### config.mk
export PLATFORM = sky130hd
export DESIGN_NAME = mandelbrot_escape_time
export DESIGN_NICKNAME = d
export VERILOG_FILES = /design/src/rtl/mbe_pkg.sv /design/src/rtl/mbe_mul.sv /design/src/rtl/mbe_fsm.sv /design/src/rtl/mandelbrot_escape_time.sv
export SDC_FILE = /design/constraint.sdc
export NUM_CORES = 2
export LEC_CHECK = 0
export ABC_AREA = 1
export BUFFER_PORTS_ARGS = -buffer_cell sky130_fd_sc_hd__buf_2
export CAP_MARGIN = 20
export CORE_MARGIN = 4
export CORE_UTILIZATION = 35
export DETAILED_ROUTE_END_ITERATION = 7
export PLACE_DENSITY = 0.52
export SYNTH_ARGS = -nofsm -noshare
export SYNTH_HDL_FRONTEND = slang
export SYNTH_SLANG_ARGS = --single-unit
### constraint.sdc
create_clock -name clk -period 11.5 [get_ports clk]
set_input_delay 2.875 -clock clk [delete_from_list [all_inputs] [get_ports clk]]
set_output_delay 2.875 -clock clk [all_outputs]
set_load 0.1 [all_outputs]
### src/rtl/mbe_pkg.sv
`default_nettype none

package mbe_pkg;

  // image geometry and number format
  localparam int IMG_WIDTH  = 1024;
  localparam int IMG_HEIGHT = 1024;
  localparam int HALF_W     = IMG_WIDTH / 2;
  localparam int HALF_H     = IMG_HEIGHT / 2;
  localparam int FRAC_BITS  = 26;

  localparam logic [63:0] ESC_LIMIT = 64'd1 << (2 * FRAC_BITS + 2);

  // register reset values
  localparam logic [31:0] CENTER_RE_RST = 32'hFE00_0000;
  localparam logic [31:0] CENTER_IM_RST = 32'h0000_0000;
  localparam logic [30:0] STEP_RST      = 31'd196608;
  localparam logic [15:0] MAX_ITER_RST  = 16'd128;

  // register indexes on the config port
  typedef enum logic [2:0] {
    CFG_CENTER_RE = 3'd0,
    CFG_CENTER_IM = 3'd1,
    CFG_STEP_RE   = 3'd2,
    CFG_STEP_IM   = 3'd3,
    CFG_MAX_ITER  = 3'd4
  } cfg_idx_t;

  // sequencer states
  typedef enum logic [2:0] {
    ST_IDLE,
    ST_MAP_RE,
    ST_MAP_IM,
    ST_MAP_END,
    ST_CALC,
    ST_MUL_RR,
    ST_MUL_II,
    ST_MUL_RI
  } state_t;

  // operand pair for the shared multiplier
  typedef enum logic [2:0] {
    MS_ZERO,
    MS_MAP_RE,
    MS_MAP_IM,
    MS_RR,
    MS_II,
    MS_RI
  } mul_sel_t;

  // sequencer to datapath
  typedef struct packed {
    mul_sel_t mul_sel;
    logic     take;
    logic     ld_c_re;
    logic     ld_c_im;
    logic     ld_rr;
    logic     ld_ii;
    logic     step_z;
    logic     ld_out;
  } ctrl_t;

  // datapath to sequencer
  typedef struct packed {
    logic esc_hit;
    logic lim_hit;
    logic out_free;
  } stat_t;

  // clamp to the signed 32-bit range
  function automatic logic signed [31:0] sat32(input logic signed [63:0] v);
    logic signed [31:0] r;
    if (v > 64'sh0000_0000_7FFF_FFFF) begin
      r = 32'sh7FFF_FFFF;
    end else if (v < -64'sh0000_0000_8000_0000) begin
      r = -32'sh8000_0000;
    end else begin
      r = v[31:0];
    end
    return r;
  endfunction

endpackage

`default_nettype wire

### src/rtl/mbe_mul.sv
`default_nettype none

module mbe_mul (
  input  wire logic               clk,
  input  wire logic signed [31:0] a,
  input  wire logic signed [31:0] b,
  output logic signed [63:0]      p
);

  // one signed 32x32 product per cycle, registered
  always_ff @(posedge clk) begin
    p <= 64'(a) * 64'(b);
  end

endmodule

`default_nettype wire

### src/rtl/mbe_fsm.sv
`default_nettype none

module mbe_fsm (
  input  wire logic           clk,
  input  wire logic           rst,
  input  wire logic           in_valid,
  input  wire mbe_pkg::stat_t stat,
  output mbe_pkg::ctrl_t      ctrl
);

  import mbe_pkg::*;

  state_t state;
  state_t state_next;
  logic   finish;

  assign finish = stat.esc_hit || stat.lim_hit;

  // state register
  always_ff @(posedge clk) begin
    if (rst) begin
      state <= ST_IDLE;
    end else begin
      state <= state_next;
    end
  end

  // next state
  always_comb begin
    state_next = state;
    unique case (state)
      ST_IDLE:    if (in_valid) state_next = ST_MAP_RE;
      ST_MAP_RE:  state_next = ST_MAP_IM;
      ST_MAP_IM:  state_next = ST_MAP_END;
      ST_MAP_END: state_next = ST_CALC;
      ST_CALC: begin
        if (!finish) begin
          state_next = ST_MUL_RR;
        end else if (stat.out_free) begin
          state_next = ST_IDLE;
        end
      end
      ST_MUL_RR:  state_next = ST_MUL_II;
      ST_MUL_II:  state_next = ST_MUL_RI;
      ST_MUL_RI:  state_next = ST_CALC;
      default:    state_next = ST_IDLE;
    endcase
  end

  // control outputs
  always_comb begin
    ctrl = '0;
    ctrl.mul_sel = MS_ZERO;
    unique case (state)
      ST_IDLE:    ctrl.take = 1'b1;
      ST_MAP_RE:  ctrl.mul_sel = MS_MAP_RE;
      ST_MAP_IM: begin
        ctrl.mul_sel = MS_MAP_IM;
        ctrl.ld_c_re = 1'b1;
      end
      ST_MAP_END: ctrl.ld_c_im = 1'b1;
      ST_CALC: begin
        ctrl.step_z = !finish;
        ctrl.ld_out = finish && stat.out_free;
      end
      ST_MUL_RR:  ctrl.mul_sel = MS_RR;
      ST_MUL_II: begin
        ctrl.mul_sel = MS_II;
        ctrl.ld_rr   = 1'b1;
      end
      ST_MUL_RI: begin
        ctrl.mul_sel = MS_RI;
        ctrl.ld_ii   = 1'b1;
      end
      default: ctrl.mul_sel = MS_ZERO;
    endcase
  end

endmodule

`default_nettype wire

### src/rtl/mandelbrot_escape_time.sv
// one item at a time, up to max_iter iterations per item; each iteration runs three
//   products on the single shared 32x32 multiplier plus one update step
// reset: synchronous, clears the sequencer and the output valid, loads register defaults
// the next input item is taken while a finished result still waits in the output register
`default_nettype none

module mandelbrot_escape_time (
  input  wire logic        clk,
  input  wire logic        rst,
  input  wire logic        s_axis_tvalid,
  output logic             s_axis_tready,
  input  wire logic [23:0] s_axis_tdata,   // pixel_x[9:0], pixel_y[19:10], zero fill
  output logic             m_axis_tvalid,
  input  wire logic        m_axis_tready,
  output logic [15:0]      m_axis_tdata,   // iter_count[15:0]
  output logic             m_axis_tuser,   // escaped[0]
  input  wire logic        cfg_valid,
  output logic             cfg_ready,
  input  wire logic [2:0]  cfg_index,
  input  wire logic [31:0] cfg_data
);

  import mbe_pkg::*;

  ctrl_t ctrl;
  stat_t stat;

  logic signed [31:0] center_re;
  logic signed [31:0] center_im;
  logic [30:0]        step_re;
  logic [30:0]        step_im;
  logic [15:0]        max_iter;

  logic [9:0]         px;
  logic [9:0]         py;
  logic signed [31:0] off_x;
  logic signed [31:0] off_y;
  logic signed [31:0] c_re;
  logic signed [31:0] c_im;
  logic signed [31:0] zr;
  logic signed [31:0] zi;
  logic signed [63:0] rr;
  logic signed [63:0] ii;
  logic [15:0]        iter;

  logic signed [31:0] mul_a;
  logic signed [31:0] mul_b;
  logic signed [63:0] prod;

  logic signed [63:0] diff;
  logic signed [31:0] nr;
  logic signed [31:0] ni;
  logic [63:0]        mag;

  // config port, always ready
  assign cfg_ready = 1'b1;

  always_ff @(posedge clk) begin
    if (rst) begin
      center_re <= CENTER_RE_RST;
      center_im <= CENTER_IM_RST;
      step_re   <= STEP_RST;
      step_im   <= STEP_RST;
      max_iter  <= MAX_ITER_RST;
    end else if (cfg_valid) begin
      unique case (cfg_idx_t'(cfg_index))
        CFG_CENTER_RE: center_re <= cfg_data;
        CFG_CENTER_IM: center_im <= cfg_data;
        CFG_STEP_RE:   step_re   <= cfg_data[30:0];
        CFG_STEP_IM:   step_im   <= cfg_data[30:0];
        CFG_MAX_ITER:  max_iter  <= cfg_data[15:0];
        default:       ;
      endcase
    end
  end

  // sequencer
  mbe_fsm u_fsm (
    .clk      (clk),
    .rst      (rst),
    .in_valid (s_axis_tvalid),
    .stat     (stat),
    .ctrl     (ctrl)
  );

  assign s_axis_tready = ctrl.take;

  // capture the pixel coordinate
  always_ff @(posedge clk) begin
    if (s_axis_tvalid && s_axis_tready) begin
      px <= s_axis_tdata[9:0];
      py <= s_axis_tdata[19:10];
    end
  end

  assign off_x = $signed({22'd0, px}) - $signed(32'(HALF_W));
  assign off_y = $signed({22'd0, py}) - $signed(32'(HALF_H));

  // operand select for the shared multiplier
  always_comb begin
    unique case (ctrl.mul_sel)
      MS_MAP_RE: begin
        mul_a = $signed({1'b0, step_re});
        mul_b = off_x;
      end
      MS_MAP_IM: begin
        mul_a = $signed({1'b0, step_im});
        mul_b = off_y;
      end
      MS_RR: begin
        mul_a = zr;
        mul_b = zr;
      end
      MS_II: begin
        mul_a = zi;
        mul_b = zi;
      end
      MS_RI: begin
        mul_a = zr;
        mul_b = zi;
      end
      default: begin
        mul_a = '0;
        mul_b = '0;
      end
    endcase
  end

  mbe_mul u_mul (
    .clk (clk),
    .a   (mul_a),
    .b   (mul_b),
    .p   (prod)
  );

  // next iterate from the squares and the cross product (prod holds zr*zi here)
  assign diff = rr - ii;
  assign nr   = sat32((diff >>> FRAC_BITS) + 64'(c_re));
  assign ni   = sat32((prod >>> (FRAC_BITS - 1)) + 64'(c_im));

  // squares of the last iterate give its squared magnitude
  assign mag = $unsigned(rr) + $unsigned(ii);

  assign stat.esc_hit  = (iter != '0) && (mag > ESC_LIMIT);
  assign stat.lim_hit  = (iter == max_iter);
  assign stat.out_free = !m_axis_tvalid || m_axis_tready;

  // iteration state
  always_ff @(posedge clk) begin
    if (ctrl.ld_c_re) begin
      c_re <= sat32(prod + 64'(center_re));
    end
    if (ctrl.ld_c_im) begin
      c_im <= sat32(prod + 64'(center_im));
      zr   <= '0;
      zi   <= '0;
      rr   <= '0;
      ii   <= '0;
      iter <= '0;
    end
    if (ctrl.ld_rr) begin
      rr <= prod;
    end
    if (ctrl.ld_ii) begin
      ii <= prod;
    end
    if (ctrl.step_z) begin
      zr   <= nr;
      zi   <= ni;
      iter <= iter + 16'd1;
    end
  end

  // output register
  always_ff @(posedge clk) begin
    if (rst) begin
      m_axis_tvalid <= 1'b0;
    end else if (ctrl.ld_out) begin
      m_axis_tvalid <= 1'b1;
    end else if (m_axis_tready) begin
      m_axis_tvalid <= 1'b0;
    end
  end

  always_ff @(posedge clk) begin
    if (ctrl.ld_out) begin
      m_axis_tdata <= stat.esc_hit ? (iter - 16'd1) : iter;
      m_axis_tuser <= stat.esc_hit;
    end
  end

endmodule

`default_nettype wire

==> results.py <==
metrics = {
    "route": {
        "via_per_inst": 5.19,
        "wirelength_um": 316000,
        "drc_errors": 0,
        "post_drt_wl_per_cell_um": 23.4,
        "detail_route.iter0.violations": 6961,
        "first_pass_iters": 6,
        "drtAntennaViolNets": 0,
        "vias": 70000,
    },
    "yosys": {
        "synth_nets": 12100,
        "avgSynthCellArea_um2": 7.53,
        "synth_mux_area_share_pct": 0,
        "synth_flop_cell": "edfxtp_1",
        "yosysSeqAreaShare_pct": 17.1,
        "async_reset_ff_share_pct": 0,
        "synthSimpleGateAreaFrac_pct": 21.6,
        "syn_inst": 10500,
        "yosysTopAreaCellShare_pct": 27.6,
        "ys_warn_count": 0,
        "synth_cell_types": 70,
        "synth_area_mm2": 0.0787,
        "synth-xor-area-share_pct": 3.70,
        "synth.area.top_cells": "fa_1 (28%), edfxtp_1 (12%), nand2_1 (9.9%)",
        "ys_ff_latch": 519,
        "yosysTopAreaCell": "fa_1",
        "synth_top_family_by_area": "adder cells",
        "synth-compound-area-share_pct": 9.92,
        "synth-edff-count": 309,
        "post_synth_fa_ha_maj_area_fraction_pct": 35.9,
    },
    "final_layout": {
        "final_common_cell": "nand2_1",
        "drive_gt1_share_pct": 4.67,
        "area_delta_synth_final_pct": 8.24,
        "nFillCells": 23600,
        "layout_common_cells": "nand2_1 (2066), inv_1 (2038), nor2_1 (1655), fa_1 (1087), ha_1 (519)",
        "fin_nets": 12100,
    },
    "critical_path": {
        "timing.critical_path.slowest_stage_cell": "dfxtp_1",
        "start_kind": "register",
        "critPathMaxStageDelay_ns": 0.84,
        "crit_type": "reg -> reg",
        "crit_top_cell": "fa_1",
        "required_ns": 12.05,
        "cp_max_fo": 16,
        "arrival_ns": 11.69,
        "cp-end-kind": "register",
    },
    "power": {
        "leakagePower_uw": 0.0413,
        "p_clk_share_pct": 13.7,
        "ir_drop_v": 0.000163,
        "netSwitchingFraction_pct": 56.6,
        "p_int_uw": 6740,
        "power_density_mw_per_mm2": 182,
        "p_switching_uw": 8790,
        "pwr-share-seq_pct": 18.7,
        "power_frac_comb_pct": 67.6,
    },
    "timing": {
        "timing.final.hold_violations": 0,
        "rsz0062_at_grt": "no",
        "setup_viol": 0,
        "fmax_mhz": 89.8,
        "final.setup.tns_ns": 0,
        "timing.final.ws_setup_ns": 0.360,
        "post-route-period-util_pct": 96.9,
        "period_needed_ns": 11.14,
        "slew_viol_final": 0,
        "tightest_slew_ns": 1.26,
        "slew-limit-headroom_pct": 15.8,
        "clock_skew_ns": 0.0822,
    },
    "run_status": {
        "run_status": "completed",
    },
    "placement": {
        "gp_congestion": 1.00,
        "io_buffers": 78,
        "place_ws_ns": 0.674,
        "dpl.hpwl_um": 264000,
    },
    "floorplan": {
        "rows": 173,
        "ios": 84,
        "initial_core_util_pct": 35.3,
        "die_x_um": 482,
        "fp.dieH_um": 482,
        "dieArea_mm2": 0.233,
        "core_area_mm2": 0.223,
    },
    "clocking": {
        "cts_tree": "done",
        "post_cts_buffers": 0,
        "cts_num_sinks": 519,
        "cts-root-buf": "clkbuf_16",
        "ctsResizeCount": 0,
        "clk_latency_ns": 0.73,
        "clk_pin_slew_ns": 0.06,
        "cts_hold_buffers": 0,
        "htreeDepth": 2,
        "clock_path_buffers": 3,
        "numCtsBuffers": 60,
    },
    "global_route": {
        "grt_max_degree": 107,
        "overflow": 0,
        "grt.total_usage_pct": 27.0,
        "grt_pass1_wl_um": 462000,
        "antenna_found_initial": 33,
        "grt_pass1_vias": 69700,
    },
    "min_path": {
        "min_path_type": "reg -> reg",
    },
    "run": {
        "cap_violations": 0,
    },
}
[final timing paths]
check / slack [ns] / cells after the start / end / from
worst min register to register: 0.46 / 2 / step_im[22]$_SDFFE_PP0P_ / step_im[22]$_SDFFE_PP0P_
worst min-delay path: 0.46 / 2 / step_im[22]$_SDFFE_PP0P_ / step_im[22]$_SDFFE_PP0P_
worst max-delay path: 0.36 / 37 / u_mul.p[61]$_DFF_P_ / u_fsm.state[2]$_SDFFE_PP0P_
worst max register to register: 0.36 / 37 / u_mul.p[61]$_DFF_P_ / u_fsm.state[2]$_SDFFE_PP0P_
[cell usage after synthesis (32+ instances only)]
library cell / instances
xor2_1: 222
o21bai_1: 44
a21o_1: 40
nor3_1: 86
fa_1: 1087
nor2_1: 1659
buf_2: 94
nand3_1: 227
edfxtp_1: 309
o21a_1: 32
a31oi_1: 76
nand2_1: 2069
inv_1: 2038
nand4_1: 72
a21oi_1: 516
o21ai_0: 452
xnor2_1: 109
clkbuf_1: 191
ha_1: 520
dfxtp_1: 210
[flip-flops by register name, summed over array words and instances, names as in the netlist, 32 cells and up]
name / flops
center_re: 32
ii: 64
center_im: 32
c_re: 32
u_mul.p: 64
c_im: 32
rr: 64
zi: 32
zr: 32
[per-stage QoR]
stage / hold slack [ns] / power (µW) / util [%] / instances / cell area [µm²]
final: 0.456 / 15500 / 38.2 / 13500 / 85200
after CTS: 0.458 / 15500 / 38.2 / 13500 / 85100
after global placement: 0.444 / 13300 / 37.2 / 13300 / 82900
after floorplan: 0.429 / 9250 / - / 10500 / 78700
after global routing: 0.480 / 16600 / 38.2 / 13500 / 85200
after detailed placement: 0.449 / 13200 / 37.2 / 13300 / 83000
[worst max-delay path: cells and delay by family (launching register included)]
family | cells | cell delay (ns)
fa+ha+maj | 9 | 4.15
simple gates | 10 | 1.45
compound gates | 7 | 2.09
buf+inv | 10 | 2.27
flops | 1 | 0.84
xor+xnor | 1 | 0.15
[power by group through the flow]
stage                     registers [µW]  clock network (µW)  logic, µW
after floorplan                     2600                   0       6650
after global placement              2930                   0      10300
after detailed placement            2930                   0      10300
after CTS                           2890                2170      10400
after global routing                2900                2230      11400
final                               2900                2120      10500
[layer usage]
metal / part of all wire (%) / wire (µm) / vias to the layer above / track usage (%)
li1: - / - / 32200 / -
met1: 44 / 138000 / 34700 / 37.8
met2: 44 / 138000 / 2612 / 41.6
met3: 7.1 / 22400 / 499 / 3.52
met4: 5.7 / 17900 / 2 / 12.2
met5: 0.0041 / 13 / - / 0
[cells by family (layout without fill, tap and decap cells)]
family,count (synthesis),count (layout)
compound gates,1351,1351
simple gates,4254,4254
buf+inv,2394,2425
flops,519,519
xor+xnor,332,332
fa+ha+maj,1607,1607
other cells,1,9
[area by class of cell]
type / count / area, µm² / share of cell area, %
Antenna cell: 8 / 20.0 / 0.0235
Clock buffer: 73 / 1600 / 1.87
Clock inverter: 41 / 587 / 0.689
Inverter: 2082 / 7820 / 9.17
Multi-Input combinational cell: 7545 / 56400 / 66.2
Sequential cell: 519 / 13500 / 15.8
Tap cell: 2975 / 3720 / 4.37
Timing Repair Buffer: 229 / 1570 / 1.84
(Power assumes the default switching activity.)
